$ cat src/rtl/core/lkvc_pkg.sv
// ----------------------------------------------------------------------------
// lkvc_pkg
// Shared types and constants of the LRU key/value cache.
// ----------------------------------------------------------------------------
package lkvc_pkg;

    localparam int CAP_W = 5;
    localparam logic [CAP_W-1:0] CAP_RESET = 5'd16;

    localparam logic CMD_GET = 1'b0;
    localparam logic CMD_SET = 1'b1;

    typedef struct packed {
        logic look;
        logic load;
    } t_cell_ctrl;

endpackage

$ cat src/rtl/core/lkvc_cell.sv
// ----------------------------------------------------------------------------
// lkvc_cell
// One recency slot: valid mark, key and value, key compare, load from the
// younger neighbor.
// ----------------------------------------------------------------------------
module lkvc_cell
    import lkvc_pkg::*;
#(
    parameter int KEY_WIDTH   = 32,
    parameter int VALUE_WIDTH = 32
) (
    input  logic                   i_clk,
    input  logic                   i_rst_n,
    input  t_cell_ctrl             i_ctrl,
    input  logic [KEY_WIDTH-1:0]   i_key,
    input  logic                   i_prev_valid,
    input  logic [KEY_WIDTH-1:0]   i_prev_key,
    input  logic [VALUE_WIDTH-1:0] i_prev_value,
    output logic                   o_valid,
    output logic [KEY_WIDTH-1:0]   o_key,
    output logic [VALUE_WIDTH-1:0] o_value,
    output logic                   o_match
);

    logic                   r_valid;
    logic                   r_match;
    logic [KEY_WIDTH-1:0]   r_key;
    logic [VALUE_WIDTH-1:0] r_value;

    always_ff @(posedge i_clk) begin
        if (!i_rst_n) begin
            r_valid <= 1'b0;
            r_match <= 1'b0;
        end else begin
            if (i_ctrl.look) begin
                r_match <= r_valid && (r_key == i_key);
            end
            if (i_ctrl.load) begin
                r_valid <= i_prev_valid;
            end
        end
    end

    always_ff @(posedge i_clk) begin
        if (i_ctrl.load) begin
            r_key   <= i_prev_key;
            r_value <= i_prev_value;
        end
    end

    assign o_valid = r_valid;
    assign o_key   = r_key;
    assign o_value = r_value;
    assign o_match = r_match;

endmodule

$ cat src/rtl/core/lru_key_value_cache.sv
// ----------------------------------------------------------------------------
// lru_key_value_cache
// Fully associative key/value cache with LRU replacement, kept as a chain
// of cells ordered from most to least recent.
// ----------------------------------------------------------------------------
// Flow: an accepted transaction passes the compare state, then the shift
// state; its result is registered as the shift commits, and a new one can
// be accepted only then. While the result is stalled, the shift state holds.
// Reset: valid marks and fill clear, capacity returns to 16, no result held.
// ----------------------------------------------------------------------------
module lru_key_value_cache
    import lkvc_pkg::*;
#(
    parameter int ENTRIES     = 16,
    parameter int KEY_WIDTH   = 32,
    parameter int VALUE_WIDTH = 32
) (
    input  logic                   i_clk,
    input  logic                   i_rst_n,
    input  logic                   i_cfg_valid,
    output logic                   o_cfg_ready,
    input  logic [CAP_W-1:0]       i_cfg_capacity,
    input  logic                   i_valid,
    output logic                   o_stall,
    input  logic                   i_cmd,
    input  logic [KEY_WIDTH-1:0]   i_key,
    input  logic [VALUE_WIDTH-1:0] i_value,
    output logic                   o_valid,
    input  logic                   i_stall,
    output logic [VALUE_WIDTH-1:0] o_read_value,
    output logic                   o_hit,
    output logic                   o_evicted,
    output logic [KEY_WIDTH-1:0]   o_evicted_key
);

    localparam int FW = $clog2(ENTRIES + 1);
    localparam int CW = (FW > CAP_W) ? FW : CAP_W;

    typedef enum logic [1:0] {S_IDLE, S_LOOK, S_UPD} t_state;

    t_state                 r_state;
    logic [CAP_W-1:0]       r_capacity;
    logic [FW-1:0]          r_fill;
    logic                   r_cmd;
    logic [KEY_WIDTH-1:0]   r_key;
    logic [VALUE_WIDTH-1:0] r_value;
    logic                   r_out_valid;
    logic [VALUE_WIDTH-1:0] r_out_read_value;
    logic                   r_out_hit;
    logic                   r_out_evicted;
    logic [KEY_WIDTH-1:0]   r_out_evicted_key;

    logic                   commit;
    logic                   accept;
    logic                   hit;
    logic                   full;
    logic                   is_set;
    logic                   insert;
    logic                   evict;
    logic [CW-1:0]          cap_ext;
    logic [CW-1:0]          eff_cap;
    logic [VALUE_WIDTH-1:0] hit_value;
    logic [KEY_WIDTH-1:0]   tail_key;
    logic [VALUE_WIDTH-1:0] head_value;
    logic [VALUE_WIDTH-1:0] n_read_value;
    logic [KEY_WIDTH-1:0]   n_evicted_key;

    logic [ENTRIES-1:0]     match_vec;
    logic [ENTRIES-1:0]     valid_vec;
    logic [ENTRIES-1:0]     tail_vec;
    logic [ENTRIES-1:0]     shift_vec;
    logic [KEY_WIDTH-1:0]   cell_key   [ENTRIES];
    logic [VALUE_WIDTH-1:0] cell_value [ENTRIES];
    logic [ENTRIES-1:0]     val_col    [VALUE_WIDTH];
    logic [ENTRIES-1:0]     key_col    [KEY_WIDTH];

    assign commit = (r_state == S_UPD) && (!r_out_valid || !i_stall);
    assign o_stall = !((r_state == S_IDLE) || commit);
    assign accept  = i_valid && !o_stall;
    assign o_cfg_ready = 1'b1;

    always_comb begin
        cap_ext = CW'(r_capacity);
        if (cap_ext == '0) begin
            eff_cap = CW'(1);
        end else if (cap_ext > CW'(ENTRIES)) begin
            eff_cap = CW'(ENTRIES);
        end else begin
            eff_cap = cap_ext;
        end
    end

    assign hit    = |match_vec;
    assign full   = CW'(r_fill) >= eff_cap;
    assign is_set = (r_cmd == CMD_SET);
    assign insert = is_set && !hit && !full;
    assign evict  = is_set && !hit && full;
    assign head_value = is_set ? r_value : hit_value;

    genvar gi, gb;
    generate
        for (gi = 0; gi < ENTRIES; gi++) begin : g_cell
            t_cell_ctrl             ctrl;
            logic                   prev_valid;
            logic [KEY_WIDTH-1:0]   prev_key;
            logic [VALUE_WIDTH-1:0] prev_value;
            logic                   ins_shift;

            if (gi == 0) begin : g_head
                assign prev_valid = 1'b1;
                assign prev_key   = r_key;
                assign prev_value = head_value;
                assign ins_shift  = 1'b1;
            end else begin : g_body
                assign prev_valid = valid_vec[gi-1];
                assign prev_key   = cell_key[gi-1];
                assign prev_value = cell_value[gi-1];
                assign ins_shift  = valid_vec[gi-1];
            end

            if (gi == ENTRIES - 1) begin : g_last
                assign tail_vec[gi] = valid_vec[gi];
            end else begin : g_mid
                assign tail_vec[gi] = valid_vec[gi] && !valid_vec[gi+1];
            end

            assign shift_vec[gi] = hit    ? (|match_vec[ENTRIES-1:gi]) :
                                   evict  ? valid_vec[gi] :
                                   insert ? ins_shift : 1'b0;

            assign ctrl.look = (r_state == S_LOOK);
            assign ctrl.load = commit && shift_vec[gi];

            lkvc_cell #(
                .KEY_WIDTH   (KEY_WIDTH),
                .VALUE_WIDTH (VALUE_WIDTH)
            ) u_cell (
                .i_clk        (i_clk),
                .i_rst_n      (i_rst_n),
                .i_ctrl       (ctrl),
                .i_key        (r_key),
                .i_prev_valid (prev_valid),
                .i_prev_key   (prev_key),
                .i_prev_value (prev_value),
                .o_valid      (valid_vec[gi]),
                .o_key        (cell_key[gi]),
                .o_value      (cell_value[gi]),
                .o_match      (match_vec[gi])
            );

            for (gb = 0; gb < VALUE_WIDTH; gb++) begin : g_vbit
                assign val_col[gb][gi] = match_vec[gi] & cell_value[gi][gb];
            end
            for (gb = 0; gb < KEY_WIDTH; gb++) begin : g_kbit
                assign key_col[gb][gi] = tail_vec[gi] & cell_key[gi][gb];
            end
        end

        for (gb = 0; gb < VALUE_WIDTH; gb++) begin : g_vred
            assign hit_value[gb] = |val_col[gb];
        end
        for (gb = 0; gb < KEY_WIDTH; gb++) begin : g_kred
            assign tail_key[gb] = |key_col[gb];
        end
    endgenerate

    assign n_read_value  = is_set ? '0 : (hit ? hit_value : '1);
    assign n_evicted_key = evict ? tail_key : '0;

    always_ff @(posedge i_clk) begin
        if (!i_rst_n) begin
            r_capacity <= CAP_RESET;
            r_fill     <= '0;
        end else begin
            if (i_cfg_valid && o_cfg_ready) begin
                r_capacity <= i_cfg_capacity;
            end
            if (commit && insert) begin
                r_fill <= r_fill + FW'(1);
            end
        end
    end

    always_ff @(posedge i_clk) begin
        if (accept) begin
            r_cmd   <= i_cmd;
            r_key   <= i_key;
            r_value <= i_value;
        end
    end

    always_ff @(posedge i_clk) begin
        if (!i_rst_n) begin
            r_state     <= S_IDLE;
            r_out_valid <= 1'b0;
        end else begin
            if (r_out_valid && !i_stall) begin
                r_out_valid <= 1'b0;
            end
            unique case (r_state)
                S_IDLE: begin
                    if (accept) begin
                        r_state <= S_LOOK;
                    end
                end
                S_LOOK: begin
                    r_state <= S_UPD;
                end
                S_UPD: begin
                    if (commit) begin
                        r_out_valid       <= 1'b1;
                        r_out_read_value  <= n_read_value;
                        r_out_hit         <= hit;
                        r_out_evicted     <= evict;
                        r_out_evicted_key <= n_evicted_key;
                        r_state           <= accept ? S_LOOK : S_IDLE;
                    end
                end
                default: begin
                    r_state <= S_IDLE;
                end
            endcase
        end
    end

    assign o_valid       = r_out_valid;
    assign o_read_value  = r_out_read_value;
    assign o_hit         = r_out_hit;
    assign o_evicted     = r_out_evicted;
    assign o_evicted_key = r_out_evicted_key;

    a_fill_matches_valid: assert property (@(posedge i_clk) disable iff (!i_rst_n)
        $countones(valid_vec) == int'(r_fill))
        else $error("fill count does not match valid cells");

    a_match_onehot: assert property (@(posedge i_clk) disable iff (!i_rst_n)
        (r_state == S_UPD) |-> $onehot0(match_vec))
        else $error("key present in more than one cell");

    a_hit_no_evict: assert property (@(posedge i_clk) disable iff (!i_rst_n)
        o_valid |-> !(o_hit && o_evicted))
        else $error("hit and eviction flagged together");

    a_valid_prefix: assert property (@(posedge i_clk) disable iff (!i_rst_n)
        $onehot0(tail_vec))
        else $error("valid cells are not contiguous from the head");

endmodule
$ cat config.mk
export PLATFORM = sky130hd
export DESIGN_NAME = lru_key_value_cache
export DESIGN_NICKNAME = d
export VERILOG_FILES = /design/src/rtl/core/lkvc_pkg.sv /design/src/rtl/core/lkvc_cell.sv /design/src/rtl/core/lru_key_value_cache.sv
export SDC_FILE = /design/constraint.sdc
export NUM_CORES = 1
export LEC_CHECK = 0
export BUFFER_PORTS_ARGS = -buffer_cell sky130_fd_sc_hd__buf_2
export CELL_PAD_IN_SITES_DETAIL_PLACEMENT = 1
export CELL_PAD_IN_SITES_GLOBAL_PLACEMENT = 1
export CORE_ASPECT_RATIO = 1.5
export CORE_MARGIN = 5
export CORE_UTILIZATION = 40
export DETAILED_ROUTE_END_ITERATION = 6
export PLACE_DENSITY_LB_ADDON = 0.25
export SETUP_SLACK_MARGIN = 0.3
export SYNTH_ARGS = -nofsm -noshare
export SYNTH_HDL_FRONTEND = slang
export SYNTH_SLANG_ARGS = --single-unit
$ cat constraint.sdc
create_clock -name i_clk -period 8.4 [get_ports i_clk]
set_input_delay 0.84 -clock i_clk [delete_from_list [all_inputs] [get_ports i_clk]]
set_output_delay 0.84 -clock i_clk [all_outputs]
set_load 0.01 [all_outputs]
==> results list <==
- The run finished with clean final reports.
* IO Pins: 144
- Across the VDD grid, the largest voltage drop is 0.170 mV.
- After clock tree synthesis, the clock-pin slew on the worst setup and hold paths is around 0.070 ns.
* Leakage power: around 18 nW
* Mapped Area: 0.0497 mm2
- Die Wd: 298 um
- Once the floorplan was initialized, standard cells occupied ~40% of the core.
- Die footprint: 0.132 mm2
- Summed over all nets, wire length on met2 after detailed routing comes to 99400 um.
* Site Rows: 158
* Number of synthesized register bits: 1200
* Area of the multi-input gates: 0.0133 mm2
- Counting I/O delays and the setup requirement, the final critical path takes 4.97 ns.
- The number of hold buffers added after CTS was 0.
- On the worst path, the slowest cell contributes a delay of 0.80 ns.
- Crit path launch type: flip-flop
* Setup clock skew after layout: 0.0760 ns
- Max-capacitance violation count: 0
- Total setup violations reported at the end of the flow: 0
- The later pin in the worst-skew pair is clocked with a latency of between 0.7 and 0.8 ns.
* Cell chosen for the clock root: sky130_fd_sc_hd__clkbuf_16
- Share of total power in combinational logic: 3.9%
* Post-CTS setup buffers: 0
- Area growth syn-to-layout: 13.7%
- The number of buffers and inverters on the critical path is 5.
- In this run the tool buffered the top-level ports with 142 buffer cells.
- Die outline height: ~440 um
* Sequential fraction of the synthesis area: 71.6%
- Final cell count without fillers: 5108
- For this design, the slowest cell found on the critical path is sky130_fd_sc_hd__o21a_4.
* H-tree depth: 3
- After detailed routing, the average wire length per cell comes to 40.0 um.
* Cell-by-cell trace of the critical path: buf_4, nor4_4, nand3_4, nor2_8, inv_2, or3_2, buf_4, clkinv_4, and2_1, o21a_4, buf_4
* Gr ovfl total: 0
- Total of fill cells in the finished design: 12000
* Worst-Margin Slew: 1.26 ns
- Final period utilization: between 50 and 60%
- In this run, post-CTS repair resized a total of 0 instances.
- STA classifies the critical path endpoint as a flip-flop.
* Number of violations reported at the end of detailed-routing iteration 0: 3793
- Worst-case headroom to the max-slew limit: 15.3%
* Number of global-route vias before repair: 32900
- Most common cell after layout, fill and taps aside: sky130_fd_sc_hd__edfxtp_1
- Number of flops mapped to enable cells by yosys: 1155
* Maximum number of pins on one net before global-route repair: 53
- The detailed router used layers up to and including met4.
* Number of detailed-route iterations in the first pass: 5
- Cell seen most often among critical-path stages: sky130_fd_sc_hd__buf_4
- Share of final-layout standard cells stronger than drive strength 1: 13.7%
- STA puts the critical path data required time at approximately 8.8 ns.
- RSZ-0062 raised after global routing: no
* Power density over the cells: ~220 mW/mm2
- Once placement completed, the tool counted placed cells totaling 4889.
- Inserted Clock Buffers: 114
- Sum of routed wire length over all layers: 204000 um
- Reg power frac: between 50 and 60%
* Net switching power of the design: 2.90 mW
* Wire length of the first global-routing pass: around 280000 um
- In the routed design, unresolved DRC markers number 0.
- The most used flip-flop cell after synthesis is sky130_fd_sc_hd__edfxtp_1.
- In the layout the commonest cells are sky130_fd_sc_hd__edfxtp_1, sky130_fd_sc_hd__a22oi_1, sky130_fd_sc_hd__xnor2_1.
- Summing over every cut layer, the via total after detailed routing is 32600.
* Metal3 WL: 13500 um
- Worst Hold Class: in2reg
* Power share of the clock group: ~44%
* Internal cell power: 9.66 mW
- Syn Area/Cell: 15.2 um2
* Clock sink count: 1200
- Antenna violation net count after detailed routing: 0
- The Yosys step of the flow raised 0 warnings.
* Fin nets: 3486
* Data arrival time at the worst-slack endpoint: 5.36 ns
- Unique masters post-synth: 63
* Final setup TNS: 0 ns
- The worst setup path is of the reg2reg kind.
- Maximum root-to-sink buffer count: 3
- Final Slew Violations: 0
- For this run, the total global-route usage over all layers was measured as 30.1%.
- Via-per-instance ratio: 6.38
* Post-Syn Nets: 3356
- Summing all flip-flop and latch instances after layout gives 0.0356 mm2.
- Switching portion of total power: approximately 23%
* Clock tree from TritonCTS: built
* Critical-path maximum fanout: 40
- Placeable Area: between 0.1 and 0.15 mm2
- The initial antenna violation count was 7.
- Cell count after synthesis: 3275
- Hold Fails Final Rpt: 0
* Metal-1 WL: 70800 um
- Share of flip-flops with an asynchronous set or reset: 0%
- Kind of cell with the highest combined delay on the critical path: simple AND/OR/NAND/NOR gates
- After legalization and detailed placement, the total HPWL measured about 140000 um.
- Final GP Congestion: between 1 and 1.5
- Maximum achievable frequency: 201 MHz
[state kept, by name, summed over array words and instances, names as in the netlist]
register               flops
cap_ext                    5
g_cell.prev_key           32
g_cell.u_cell.o_key      512
g_cell.u_cell.o_match     16
g_cell.u_cell.o_valid     16
g_cell.u_cell.o_value    512
is_set                     1
o_evicted                  1
o_evicted_key             32
o_hit                      1
o_read_value              32
o_valid                    1
r_fill                     5
r_state                    2
r_value                   32
[worst register-to-register path: stages, from the launching register on]
cell	delay (ns)
sky130_fd_sc_hd__dfxtp_2	0.31
sky130_fd_sc_hd__buf_4	0.31
sky130_fd_sc_hd__nor4_4	0.48
sky130_fd_sc_hd__nand3_4	0.26
sky130_fd_sc_hd__nor2_8	0.51
sky130_fd_sc_hd__inv_2	0.08
sky130_fd_sc_hd__or3_2	0.49
sky130_fd_sc_hd__buf_4	0.28
sky130_fd_sc_hd__clkinv_4	0.31
sky130_fd_sc_hd__and2_1	0.17
sky130_fd_sc_hd__o21a_4	0.80
sky130_fd_sc_hd__buf_4	0.58
[power by group through the flow]
stage / Clock [mW] / Sequential, mW / Combinational (mW)
2_1_floorplan: 0 / 6.66 / 0.243
3_3_place_gp: 0 / 6.69 / 0.469
3_5_place_dp: 0 / 6.69 / 0.467
4_1_cts: 5.56 / 6.56 / 0.470
5_1_grt: 5.81 / 6.56 / 0.483
6_report: 5.51 / 6.56 / 0.485
[cell families after synthesis]
logic type	after synthesis	synth area share, %
compound gates	689	10.3
fa+ha+maj	6	0.151
buf+inv	275	2.16
flops	1200	71.6
xor+xnor	513	9.04
mux	39	0.786
simple gates	552	5.89
other cells	1	0.00755
[metrics by stage]
step	total power, mW	hold WS (ns)	worst slack (ns)	utilization [%]	cell area [um2]
detailed placement	7.15	0.437	3.52	42.5	52600
global placement	7.15	0.430	3.61	42.5	52600
CTS	12.6	0.179	3.53	45.7	56500
global route	12.8	0.210	3.41	45.7	56500
finish	12.6	0.231	3.43	45.7	56500
floorplan	6.90	0.424	1.34	-	49700
[final cells by class]
cell class | instances | area share, %
multi-input combinational | 1800 | 23.6
sequential | 1200 | 63.0
inverter | 48 | 0.328
clock inverter | 83 | 1.74
timing repair buffer | 241 | 2.57
tap | 1600 | 3.54
antenna | 5 | 0.0222
clock buffer | 131 | 5.16
[final timing paths]
kind                                 start                            end  slack, ns  depth (start not counted)
max reg2reg       g_cell[1].u_cell.o_match      g_cell[4].u_cell.o_key[9]       3.43                         11
max               g_cell[1].u_cell.o_match      g_cell[4].u_cell.o_key[9]       3.43                         11
min                               i_key[9]          g_cell[0].prev_key[9]       0.23                          1
min reg2reg  g_cell[13].u_cell.o_value[25]  g_cell[14].u_cell.o_value[25]       0.41                          0
[cells in the mapped netlist, types with 11 or more instances]
| library cell | count | area [um2] |
|---|---|---|
| sky130_fd_sc_hd__o21ai_0 | 30 | 150 |
| sky130_fd_sc_hd__a22oi_1 | 358 | 2690 |
| sky130_fd_sc_hd__inv_1 | 46 | 173 |
| sky130_fd_sc_hd__a211oi_1 | 11 | 82.6 |
| sky130_fd_sc_hd__nand3_1 | 101 | 505 |
| sky130_fd_sc_hd__nand4_1 | 99 | 619 |
| sky130_fd_sc_hd__a221oi_1 | 77 | 674 |
| sky130_fd_sc_hd__nor2b_1 | 17 | 106 |
| sky130_fd_sc_hd__dfxtp_1 | 45 | 901 |
| sky130_fd_sc_hd__nand2_1 | 92 | 345 |
| sky130_fd_sc_hd__buf_1 | 32 | 120 |
| sky130_fd_sc_hd__nor2_1 | 82 | 308 |
| sky130_fd_sc_hd__edfxtp_1 | 1155 | 34700 |
| sky130_fd_sc_hd__mux2i_1 | 39 | 390 |
| sky130_fd_sc_hd__a22o_1 | 77 | 674 |
| sky130_fd_sc_hd__a31oi_1 | 11 | 68.8 |
| sky130_fd_sc_hd__nor3_1 | 36 | 180 |
| sky130_fd_sc_hd__xor2_1 | 256 | 2240 |
| sky130_fd_sc_hd__xnor2_1 | 257 | 2250 |
| sky130_fd_sc_hd__a21oi_1 | 69 | 345 |
| sky130_fd_sc_hd__clkbuf_1 | 182 | 683 |
| sky130_fd_sc_hd__nor4_1 | 77 | 482 |
[per-layer routing]
metal	up-vias	track usage [%]
li1	13100	-
met1	17000	34.2
met2	1916	50.6
met3	583	4.20
met4	0	24.3
met5	-	0
Power figures use the tool's default switching activity.
